File: src/sss_pkg.sv
// Package with the shared constants, codes and control types of sample_set_statistics.
package sss_pkg;

  // Sizes of the samples and of the set.
  localparam int SAMPLE_BITS = 16;
  localparam int MAX_COUNT   = 1024;
  localparam int CNT_W       = 11;
  localparam int SUM_W       = 27;
  localparam int SQ_W        = 41;
  localparam int MAG_W       = 26;
  localparam int PROD_W      = 52;
  localparam int DEN_W       = 20;
  localparam int DVD_W       = PROD_W + 16;
  localparam int QUO_W       = 48;
  localparam int RES_W       = 24;
  localparam int STEP_W      = 7;
  localparam int DIV_STEPS   = DVD_W;
  localparam int SQRT_STEPS  = QUO_W / 2;

  // Result status codes.
  localparam logic [1:0] ST_OK     = 2'd0;
  localparam logic [1:0] ST_SINGLE = 2'd1;
  localparam logic [1:0] ST_OVF    = 2'd2;

  // Controller states.
  typedef enum logic [8:0] {
    S_ACC  = 9'b000000001,
    S_MAG  = 9'b000000010,
    S_MUL  = 9'b000000100,
    S_SUB  = 9'b000001000,
    S_DIVM = 9'b000010000,
    S_MEAN = 9'b000100000,
    S_DIVV = 9'b001000000,
    S_SQLD = 9'b010000000,
    S_SQRT = 9'b100000000
  } sss_state_t;

  // Commands from the controller to the datapath.
  typedef struct packed {
    logic acc;
    logic mag;
    logic mul;
    logic sub;
    logic div_ld_mean;
    logic div_ld_var;
    logic div_step;
    logic mean_ld;
    logic sq_ld;
    logic sq_step;
    logic out_load;
  } sss_cmd_t;

  // Status from the datapath to the controller.
  typedef struct packed {
    logic single;
    logic out_free;
  } sss_stat_t;

endpackage

File: src/sss_ctrl.sv
// Controller state machine that sequences accumulation, division and square root.
module sss_ctrl import sss_pkg::*; (
  input  logic      clk,
  input  logic      rst_n,
  input  logic      in_valid,
  input  logic      in_last,
  output logic      in_stall,
  input  sss_stat_t stat,
  output sss_cmd_t  cmd
);

  sss_state_t        state_r, state_nxt;
  logic [STEP_W-1:0] step_r, step_nxt;

  // Inputs are taken only while the set is open.
  assign in_stall = (state_r != S_ACC);

  // Next state, step counter and commands.
  always_comb begin
    state_nxt = state_r;
    step_nxt  = step_r;
    cmd       = '0;
    unique case (state_r)
      S_ACC: begin
        if (in_valid) begin
          cmd.acc = 1'b1;
          if (in_last) state_nxt = S_MAG;
        end
      end
      S_MAG: begin
        cmd.mag   = 1'b1;
        state_nxt = S_MUL;
      end
      S_MUL: begin
        cmd.mul   = 1'b1;
        state_nxt = S_SUB;
      end
      S_SUB: begin
        cmd.sub         = 1'b1;
        cmd.div_ld_mean = 1'b1;
        step_nxt        = '0;
        state_nxt       = S_DIVM;
      end
      S_DIVM: begin
        cmd.div_step = 1'b1;
        step_nxt     = step_r + 1'b1;
        if (step_r == STEP_W'(DIV_STEPS - 1)) begin
          step_nxt  = '0;
          state_nxt = S_MEAN;
        end
      end
      S_MEAN: begin
        // The mean quotient is taken while the divider is loaded again.
        cmd.mean_ld    = 1'b1;
        cmd.div_ld_var = 1'b1;
        state_nxt      = stat.single ? S_SQRT : S_DIVV;
      end
      S_DIVV: begin
        cmd.div_step = 1'b1;
        step_nxt     = step_r + 1'b1;
        if (step_r == STEP_W'(DIV_STEPS - 1)) begin
          step_nxt  = '0;
          state_nxt = S_SQLD;
        end
      end
      S_SQLD: begin
        cmd.sq_ld = 1'b1;
        step_nxt  = '0;
        state_nxt = S_SQRT;
      end
      S_SQRT: begin
        // A single-sample set arrives here only to wait for the output.
        if (!stat.single && step_r != STEP_W'(SQRT_STEPS)) begin
          cmd.sq_step = 1'b1;
          step_nxt    = step_r + 1'b1;
        end else if (stat.out_free) begin
          cmd.out_load = 1'b1;
          step_nxt     = '0;
          state_nxt    = S_ACC;
        end
      end
      default: state_nxt = S_ACC;
    endcase
  end

  // State registers.
  always_ff @(posedge clk) begin
    if (!rst_n) begin
      state_r <= S_ACC;
      step_r  <= '0;
    end else begin
      state_r <= state_nxt;
      step_r  <= step_nxt;
    end
  end

  // The block never takes a sample while the closing arithmetic runs.
  a_no_acc_busy: assert property (@(posedge clk) disable iff (!rst_n)
    cmd.acc |-> state_r == S_ACC) else $error("sample taken while busy");
  // Divider steps never overlap square root steps.
  a_div_sq_excl: assert property (@(posedge clk) disable iff (!rst_n)
    !(cmd.div_step && cmd.sq_step)) else $error("divider and root step together");
  // A closing sample always starts the finishing sequence.
  a_last_starts: assert property (@(posedge clk) disable iff (!rst_n)
    (cmd.acc && in_last) |=> state_r == S_MAG) else $error("finish did not start");

endmodule

File: src/sss_dp.sv
// Datapath: accumulators, products, shared divider, square root and output register.
module sss_dp import sss_pkg::*; (
  input  logic                    clk,
  input  logic                    rst_n,
  input  sss_cmd_t                cmd,
  output sss_stat_t               stat,
  input  logic [SAMPLE_BITS-1:0]  in_sample,
  output logic                    out_valid,
  input  logic                    out_stall,
  output logic [23:0]             out_mean_q8,
  output logic [23:0]             out_stdev_q8,
  output logic [SAMPLE_BITS-1:0]  out_max_value,
  output logic [SAMPLE_BITS-1:0]  out_min_value,
  output logic [CNT_W-1:0]        out_sample_count,
  output logic [1:0]              out_status
);

  // Accumulator state.
  logic [CNT_W-1:0]       cnt_r;
  logic [SUM_W-1:0]       sum_r;
  logic [SQ_W-1:0]        sq_r;
  logic [SAMPLE_BITS-1:0] max_r, min_r;
  logic                   ovf_r;

  // Finishing arithmetic.
  logic                   neg_r;
  logic [MAG_W-1:0]       smag_r;
  logic [PROD_W-1:0]      a_r, b_r, v_r;
  logic [DEN_W-1:0]       d_r;
  logic [DVD_W-1:0]       dvd_r;
  logic [DEN_W-1:0]       dsr_r, rem_r;
  logic [QUO_W-1:0]       quo_r;
  logic [RES_W-1:0]       mean_r;
  logic [QUO_W-1:0]       sx_r, res_r, bit_r;

  // Output register.
  logic                   out_valid_r;
  logic [23:0]            o_mean_r, o_sd_r;
  logic [SAMPLE_BITS-1:0] o_max_r, o_min_r;
  logic [CNT_W-1:0]       o_cnt_r;
  logic [1:0]             o_st_r;

  logic [SAMPLE_BITS-1:0] mag;
  logic [SUM_W-1:0]       sum_neg;
  logic [DEN_W:0]         div_t;
  logic                   div_ge;
  logic [QUO_W-1:0]       sq_rb;
  logic                   room;
  logic [1:0]             st_code;

  assign stat.single   = (cnt_r < CNT_W'(2));
  assign stat.out_free = !out_valid_r || !out_stall;

  // Sample magnitude, negated sum and the divider and root step terms.
  always_comb begin
    mag     = in_sample[SAMPLE_BITS-1] ? (~in_sample + 1'b1) : in_sample;
    sum_neg = ~sum_r + 1'b1;
    room    = (cnt_r < CNT_W'(MAX_COUNT));
    div_t   = {rem_r, dvd_r[DVD_W-1]};
    div_ge  = (div_t >= {1'b0, dsr_r});
    sq_rb   = res_r + bit_r;
    if (ovf_r)             st_code = ST_OVF;
    else if (stat.single)  st_code = ST_SINGLE;
    else                   st_code = ST_OK;
  end

  // Accumulation of the open set and clearing when the result is loaded.
  always_ff @(posedge clk) begin
    if (!rst_n) begin
      cnt_r <= '0;
      sum_r <= '0;
      sq_r  <= '0;
      ovf_r <= 1'b0;
    end else if (cmd.out_load) begin
      cnt_r <= '0;
      sum_r <= '0;
      sq_r  <= '0;
      ovf_r <= 1'b0;
    end else if (cmd.acc) begin
      if (room) begin
        cnt_r <= cnt_r + 1'b1;
        sum_r <= sum_r + {{(SUM_W-SAMPLE_BITS){in_sample[SAMPLE_BITS-1]}}, in_sample};
        sq_r  <= sq_r + SQ_W'(32'(mag) * 32'(mag));
      end else begin
        ovf_r <= 1'b1;
      end
    end
  end

  // Maximum and minimum, loaded by the first sample of each set.
  always_ff @(posedge clk) begin
    if (cmd.acc && room) begin
      if (cnt_r == '0 || $signed(max_r) < $signed(in_sample)) max_r <= in_sample;
      if (cnt_r == '0 || $signed(in_sample) < $signed(min_r)) min_r <= in_sample;
    end
  end

  // Magnitude, products and numerator of the variance.
  always_ff @(posedge clk) begin
    if (cmd.mag) begin
      neg_r  <= sum_r[SUM_W-1];
      smag_r <= sum_r[SUM_W-1] ? sum_neg[MAG_W-1:0] : sum_r[MAG_W-1:0];
    end
    if (cmd.mul) begin
      a_r <= PROD_W'(cnt_r) * PROD_W'(sq_r);
      b_r <= PROD_W'(smag_r) * PROD_W'(smag_r);
      d_r <= DEN_W'(cnt_r) * (DEN_W'(cnt_r) - 1'b1);
    end
    if (cmd.sub) v_r <= (a_r > b_r) ? (a_r - b_r) : '0;
  end

  // Shared restoring divider, one quotient bit a cycle.
  always_ff @(posedge clk) begin
    if (cmd.div_ld_mean) begin
      dvd_r <= DVD_W'({smag_r, 8'd0});
      dsr_r <= DEN_W'(cnt_r);
      rem_r <= '0;
      quo_r <= '0;
    end else if (cmd.div_ld_var) begin
      dvd_r <= {v_r, 16'd0};
      dsr_r <= d_r;
      rem_r <= '0;
      quo_r <= '0;
    end else if (cmd.div_step) begin
      dvd_r <= {dvd_r[DVD_W-2:0], 1'b0};
      rem_r <= div_ge ? DEN_W'(div_t - {1'b0, dsr_r}) : div_t[DEN_W-1:0];
      quo_r <= {quo_r[QUO_W-2:0], div_ge};
    end
  end

  // Signed mean from the first quotient.
  always_ff @(posedge clk) begin
    if (cmd.mean_ld) mean_r <= neg_r ? (~quo_r[RES_W-1:0] + 1'b1) : quo_r[RES_W-1:0];
  end

  // Integer square root, one result bit a cycle.
  always_ff @(posedge clk) begin
    if (cmd.sq_ld) begin
      sx_r  <= quo_r;
      res_r <= '0;
      bit_r <= {2'b01, {(QUO_W-2){1'b0}}};
    end else if (cmd.sq_step) begin
      if (sx_r >= sq_rb) begin
        sx_r  <= sx_r - sq_rb;
        res_r <= (res_r >> 1) + bit_r;
      end else begin
        res_r <= res_r >> 1;
      end
      bit_r <= bit_r >> 2;
    end
  end

  // Output register, one result beat per set.
  always_ff @(posedge clk) begin
    if (!rst_n) begin
      out_valid_r <= 1'b0;
    end else if (cmd.out_load) begin
      out_valid_r <= 1'b1;
    end else if (!out_stall) begin
      out_valid_r <= 1'b0;
    end
  end

  always_ff @(posedge clk) begin
    if (cmd.out_load) begin
      o_mean_r <= mean_r;
      o_sd_r   <= stat.single ? '0 : res_r[RES_W-1:0];
      o_max_r  <= max_r;
      o_min_r  <= min_r;
      o_cnt_r  <= cnt_r;
      o_st_r   <= st_code;
    end
  end

  assign out_valid        = out_valid_r;
  assign out_mean_q8      = o_mean_r;
  assign out_stdev_q8     = o_sd_r;
  assign out_max_value    = o_max_r;
  assign out_min_value    = o_min_r;
  assign out_sample_count = o_cnt_r;
  assign out_status       = o_st_r;

  // The count never passes its saturation value.
  a_cnt_bound: assert property (@(posedge clk) disable iff (!rst_n)
    cnt_r <= CNT_W'(MAX_COUNT)) else $error("count beyond limit");
  // Overflow is flagged only once the count is saturated.
  a_ovf_sat: assert property (@(posedge clk) disable iff (!rst_n)
    ovf_r |-> cnt_r == CNT_W'(MAX_COUNT)) else $error("overflow without full count");
  // A result is loaded only when the previous one is gone, and then shows.
  a_load_free: assert property (@(posedge clk) disable iff (!rst_n)
    cmd.out_load |-> stat.out_free ##1 out_valid_r) else $error("result overwritten");

endmodule

File: src/sample_set_statistics.sv
// Top level of sample_set_statistics: controller and datapath.
// Samples are taken one per cycle while a set is open; the beat with last set closes it.
// The block then stalls its input for the closing arithmetic: set-up states (S_MAG, S_MUL,
// S_SUB, S_MEAN, S_SQLD), two passes of a one-bit-per-cycle shared divider and a
// one-bit-per-cycle square root; for a single-sample set the second division and the root
// are skipped. The result waits in an output register; if the previous
// result is still held there, the block waits until it is taken. Samples past 1024 in a set
// are dropped and flagged with status 2.
module sample_set_statistics import sss_pkg::*; (
  input  logic                    clk,
  input  logic                    rst_n,
  input  logic                    in_valid,
  output logic                    in_stall,
  input  logic [SAMPLE_BITS-1:0]  in_sample,
  input  logic                    in_last,
  output logic                    out_valid,
  input  logic                    out_stall,
  output logic [23:0]             out_mean_q8,
  output logic [23:0]             out_stdev_q8,
  output logic [SAMPLE_BITS-1:0]  out_max_value,
  output logic [SAMPLE_BITS-1:0]  out_min_value,
  output logic [CNT_W-1:0]        out_sample_count,
  output logic [1:0]              out_status
);

  sss_cmd_t  cmd;
  sss_stat_t stat;

  sss_ctrl u_ctrl (
    .clk      (clk),
    .rst_n    (rst_n),
    .in_valid (in_valid),
    .in_last  (in_last),
    .in_stall (in_stall),
    .stat     (stat),
    .cmd      (cmd)
  );

  sss_dp u_dp (
    .clk              (clk),
    .rst_n            (rst_n),
    .cmd              (cmd),
    .stat             (stat),
    .in_sample        (in_sample),
    .out_valid        (out_valid),
    .out_stall        (out_stall),
    .out_mean_q8      (out_mean_q8),
    .out_stdev_q8     (out_stdev_q8),
    .out_max_value    (out_max_value),
    .out_min_value    (out_min_value),
    .out_sample_count (out_sample_count),
    .out_status       (out_status)
  );

endmodule

File: config.mk
export PLATFORM = sky130hd
export DESIGN_NAME = sample_set_statistics
export DESIGN_NICKNAME = d
export VERILOG_FILES = /design/src/sss_pkg.sv /design/src/sss_ctrl.sv /design/src/sss_dp.sv /design/src/sample_set_statistics.sv
export SDC_FILE = /design/constraint.sdc
export NUM_CORES = 2
export LEC_CHECK = 0
export ABC_AREA = 1
export BUFFER_PORTS_ARGS = -buffer_cell sky130_fd_sc_hd__buf_2
export CORE_UTILIZATION = 53
export DETAILED_ROUTE_END_ITERATION = 8
export GPL_TIMING_DRIVEN = 0
export PLACE_DENSITY_LB_ADDON = 0.3
export SYNTH_ARGS = -nofsm -noshare
export SYNTH_HDL_FRONTEND = slang
export SYNTH_SLANG_ARGS = --single-unit
File: constraint.sdc
create_clock -name clk -period 7.28 [get_ports clk]
set_input_delay 1.456 -clock clk [delete_from_list [all_inputs] [get_ports clk]]
set_output_delay 1.456 -clock clk [all_outputs]
set_load 0.02 [all_outputs]
Yosys cells after proc, flatten, opt, wreduce, memory -nomap -nowiden
Index checks and enable logic that the tools add are counted.
{ "word_totals": {"word_cells": 146, "register_bits": 717} }
{ "op_classes": {"add_sub_neg": 13, "n_mux": 40, "bitwise_logic": 5, "eq_ne": 20, "n_reduce_logical": 26, "magnitude_cmp": 7, "n_mul": 4} }
{ "ops": {"columns": ["cell", "count"], "rows": [
  ["$mux W48", 4],
  ["$mux W68", 2],
  ["$pmux W9 S9", 1],
  ["$mux W9", 7],
  ["$gt A52 B52 Y1", 1],
  ["$mul A11 B41 Y52", 1],
  ["$mul A26 B26 Y52", 1],
  ["$sub A52 B52 Y52", 1],
  ["$add A47 B47 Y48", 1],
  ["$add A48 B47 Y48", 1],
  ["$ge A48 B48 Y1", 1],
  ["$sub A48 B48 Y48", 1],
  ["$add A41 B32 Y41", 1],
  ["$mux W34", 1],
  ["$lt A16 B16 Y1", 2],
  ["$mul A16 B16 Y32", 1],
  ["$add A27 B27 Y27", 1],
  ["$add A26 B1 Y26 const B", 1],
  ["$mux W26", 1],
  ["$not A26 Y26", 1],
  ["$add A24 B1 Y24 const B", 1],
  ["$mux W24", 1],
  ["$not A24 Y24", 1],
  ["$mux W11", 2],
  ["41 further kinds", 79]
]} }

Longest topological paths before layout
{ "logic_depth": {"ltp_word": 7, "mapped_depth": 40, "mapped_depth_nobuf": 39} }

By module
From an unflattened synthesis, not the netlist that was laid out.
{ "hier_totals": {"cells_unflattened": 11799, "hier_area_um2": 90745.8} }
{ "by_module_without_submodules": {"columns": ["module", "cells_each", "n_inst", "area_each_um2"], "rows": [
  ["sss_dp", 11607, 1, 89519.6],
  ["sss_ctrl", 192, 1, 1226.2]
]} }

Least setup slack after synthesis
OpenSTA, ideal clock, no wires.
{ "synth_timing": {"path_kind": "input to register", "from": "input port in_sample[0]", "to": "register u_dp.sq_r[35]", "path_stages": 38, "setup_time_ps": 115, "t_required_ps": 7165, "arrival_time_ps": 7667, "slack_ps": -502, "path_buffers": 2, "path_cell_list": "clkinv_1 > clkbuf_1 > ha_1 > nand2_1 > inv_1 > nand3_1 > inv_1 > nand2_1 > nand2_1 > nand2_1 > nand2_1 > clkbuf_1 > nand2_1 > fa_1 > inv_1 > fa_1 > inv_1 > fa_1 > (+2 left out) > inv_1 > fa_1 > inv_1 > fa_1 > ha_1 > nand2_1 > nor2_1 > inv_1 > nor3_1 > nand2_1 > nand2_1 > nand3_1 > nand2_1 > nand2_1 > nand2_1 > nand3_1 > nand2_1 > nor2_1"} }
{ "synth_between": {"elab_chain_len": 5} }
{ "synth_lines": {"columns": ["element", "line_no", "source"], "rows": [
  ["start: declaration", "sample_set_statistics.sv:14", "input logic [SAMPLE_BITS-1:0] in_sample,"],
  ["$not A16 Y16", "sss_dp.sv:56", "mag = in_sample[SAMPLE_BITS-1] ? (~in_sample + 1'b1) : in_sample;"],
  ["$add A16 B1 Y16", "sss_dp.sv:56", null],
  ["$mux W16 *", "sss_dp.sv:56", null],
  ["$mul A16 B16 Y32 *", "sss_dp.sv:83", "sq_r <= sq_r + SQ_W'(32'(mag) * 32'(mag));"],
  ["$add A41 B32 Y41 *", "sss_dp.sv:83", null],
  ["end signal: assignment", "sss_dp.sv:83", null],
  ["end: declaration", "sss_dp.sv:21", "logic [SQ_W-1:0] sq_r;"]
]} }
Every way passes the cells marked *; elsewhere a longest branch is shown, timed or not.
A chain may end at the register's enable or synchronous reset.

Worst setup path in the final report
{ "layout_timing": {"from": "input port in_sample[8]", "to": "register u_dp.sq_r[37]"} }
Same word-level chain as after synthesis.

==> out/qor.txt <==
CTS tree -> built
Cell taking the most area after synthesis -> fa_1
Synth Flop Type -> edfxtp_1
Final GP Congestion -> 1.04
#FFs+latches synth -> 715
Commonest non-fill, non-tap cells in the layout -> inv_1 (2,579), nand2_1 (2,511), fa_1 (1,162), nor2_1 (949), ha_1 (645)
Startpoint types -> input port
CTS Buf Count -> 85
IO Pins -> 116
R2r endpoint -> u_dp.b_r[31]
Layout cells sized above 1 -> 0.0680
Mapped Cells -> 11,700
Worst-Skew Late Latency -> 0.74 ns
Post-route setup TNS -> 0 ns
Kind of critical path -> in -> reg
Worst Setup End Kind -> flop
IO buf count -> 115
Combinational family with the most area after synthesis -> adder cells
Cells after DPL -> 14,100
Largest net degree at the start of global routing -> 63
EDFF count, synth -> 435
CP startpoint -> in_sample[8]
Status -> complete, but fails checks
Slowest cell on the critical path -> fa_2
Most common cell after layout, fill and taps aside -> inv_1
Vias in the first global route -> 80,000
Layout Cells excl Fill -> 14,300
Skew final -> 0.0918 ns
Headroom to the max-slew limit -> 0.209
Area grow syn2layout -> 9.53%
R2R Path Start -> u_dp.smag_r[4]
CTS root buf -> clkbuf_16
Met1 WL -> 126 mm
Hold Buf Count CTS -> 0
Post-synthesis sequential area ratio -> 0.206
Worst-margin pin slew -> 1.19 ns
Post-DP HPWL -> 258 mm
Metal3 WL -> 28.4 mm
HP Class -> reg -> reg
Initial DRC count -> 8,149
Hold Fails Final Rpt -> 0
Nets -> 13,900
DR top layer -> met5
RSZ-0062 raised after global routing -> true
Syn avg cell area -> 7.76 um^2
Failing checks -> DRC
H-tree depth -> 3
Adder-Cell Fraction of Synth Area -> 0.350
Reg2reg path depth -> 23
Antenna-violating nets left -> 0
Simple-Gate Fraction of Synth Area -> 0.198
Final slew viol count -> 0
Die Y-Extent -> 416 um
Routed vias/inst -> 5.60
Synth unique cells -> 74
Fraction of registers with async set/reset -> 0
DRC -> 2
Synth top area share -> 0.257
Worst-path clk slew -> 0.07 ns
Via Count -> 80,200
Final Cycle Share -> 0.995
Compound-Gate Fraction of Synth Area -> 0.0898
Crit path arrival time -> 7.86 ns
Yosys warns -> 0
Core Area -> 170,000 um^2
Initial Util -> 0.535
Met2 WL post-DR -> 137 mm
Area of the mapped netlist -> 90,700 um^2
Setup Viol. Count Final -> 0
Post-synthesis mux area share -> 0
Antenna violations before repair -> 6
Die Span X -> 416 um
Post-Synth XOR/XNOR Area -> 0.0315
CTS Sinks -> 715
Worst setup path endpoint -> u_dp.sq_r[37]
Row count -> 151
Fin crit period -> 7.24 ns
Worst R2R Setup Slack -> 0.10 ns
Clk buf depth -> 3
Total length of routed wires -> 309 mm
All-layer global routing usage -> 0.358
Fmax -> 138 MHz
Ranking of synthesized cells by area -> fa_1 (26%), edfxtp_1 (14%), inv_1 (11%)
GR Overflow Total -> 0
Largest stage delay on the critical path -> 0.54 ns
CP max FO -> 7
Wire per inst -> 21.6 um
Die area -> 173,000 um^2
Drt pass-1 iters -> 9
First-pass GRT wire length -> 469 mm
Maxcap violations -> 0
Critical Path RT -> 7.90 ns
through the flow:
step                      area [um^2]  hold WS [ns]  utilization  setup slack (ns)
after global placement          94300         0.403        0.556             -3.20
after floorplan                 91000         0.400            -            0.0161
after global routing            99400         0.422        0.586            -0.193
after detailed placement        94500         0.405        0.557             -1.63
final                           99400         0.419        0.586            0.0391
after CTS                       98200         0.419        0.579          0.000459
synth_stat cells, types with 7 or more instances:
master    count
nand2_1    2549
nor4_1       18
a21boi_0     17
o21bai_1     63
a21o_1       47
fa_1       1166
nand3_1     466
clkinv_1      7
buf_1        22
o211ai_1     30
or2_2        30
buf_6         8
xor2_1      206
clkbuf_1    241
dfxtp_1     280
buf_4        10
o21ai_0     472
inv_1      2605
a21oi_1     641
buf_2        65
edfxtp_1    435
nand4_1     121
a31oi_1      80
nand2_2      15
nand3b_1     19
nand3_2       7
o21ai_1      14
xnor2_1     120
o21a_1       34
nor3_1      111
ha_1        671
a22oi_1      16
nor2_2        7
inv_2        12
a211oi_1     11
nor2_1      986
cell families (layout without fill, tap and decap cells):
family	Yosys count	in the layout
other	2	38
xor gates and xnor gates	326	326
buffers and inverters	2975	3337
DFF	715	715
adders and majority gates	1837	1837
AOI/OAI and AO/OA	1466	1466
and+or+nand+nor	4364	4364
state kept, by name (all words and copies together), names as in the netlist, 19 cells and up:
signal / flops
u_dp.sq_r: 41
u_dp.out_stdev_q8: 24
u_dp.sx_r: 48
u_dp.sum_r: 27
u_dp.bit_r: 24
u_dp.smag_r: 26
u_dp.b_r: 51
u_dp.d_r: 19
u_dp.dvd_r: 60
u_dp.mean_r: 24
u_dp.quo_r: 48
u_dp.a_r: 52
u_dp.res_r: 48
u_dp.v_r: 52
u_dp.rem_r: 20
u_dp.dsr_r: 20
u_dp.out_mean_q8: 24
worst max-delay path, delay by kind of cell:
kind	cells	cell delay [ns]
buf+inv	11	1.08
simple gates	20	1.95
fa+ha+maj	7	3.34
worst min-delay path by stage:
stage | from | endpoint | slack, ns | depth (start not counted)
final | u_dp.mean_r[17] | u_dp.out_mean_q8[17] | 0.42 | 0
after CTS | u_dp.mean_r[10] | u_dp.out_mean_q8[10] | 0.42 | 0
after global placement | u_dp.mean_r[3] | u_dp.out_mean_q8[3] | 0.40 | 0
after detailed placement | u_dp.mean_r[10] | u_dp.out_mean_q8[10] | 0.40 | 0
after floorplan | u_dp.mean_r[0] | u_dp.out_mean_q8[0] | 0.40 | 0
after global routing | u_dp.mean_r[10] | u_dp.out_mean_q8[10] | 0.42 | 0
per-layer routing:
layer	up-vias	GRT usage
li1	36700	-
met1	38900	0.483
met2	3800	0.559
met3	701	0.0588
met4	6	0.175
met5	-	0
timing repair:
item	CTS	global route
buffers inserted	48	50
pin swaps	14	58
cloned	0	0
endpoints found under the setup margin	66	75
resized for setup	154	279
layout make-up:
class                   count  area (um^2)
multi-input cells        8030        61700
repair buffers            219         1550
clock buffers             103         2230
plain buffers             335         1770
inverters                2625         9900
flip-flops and latches    715        18700
well taps                2218         2780
diodes                      1         2.50
clock inverters            55          749
fillers                 15500        70300
Power is not shown: default switching activity piles up to over one toggle a cycle in this logic, so the estimate is an artifact.
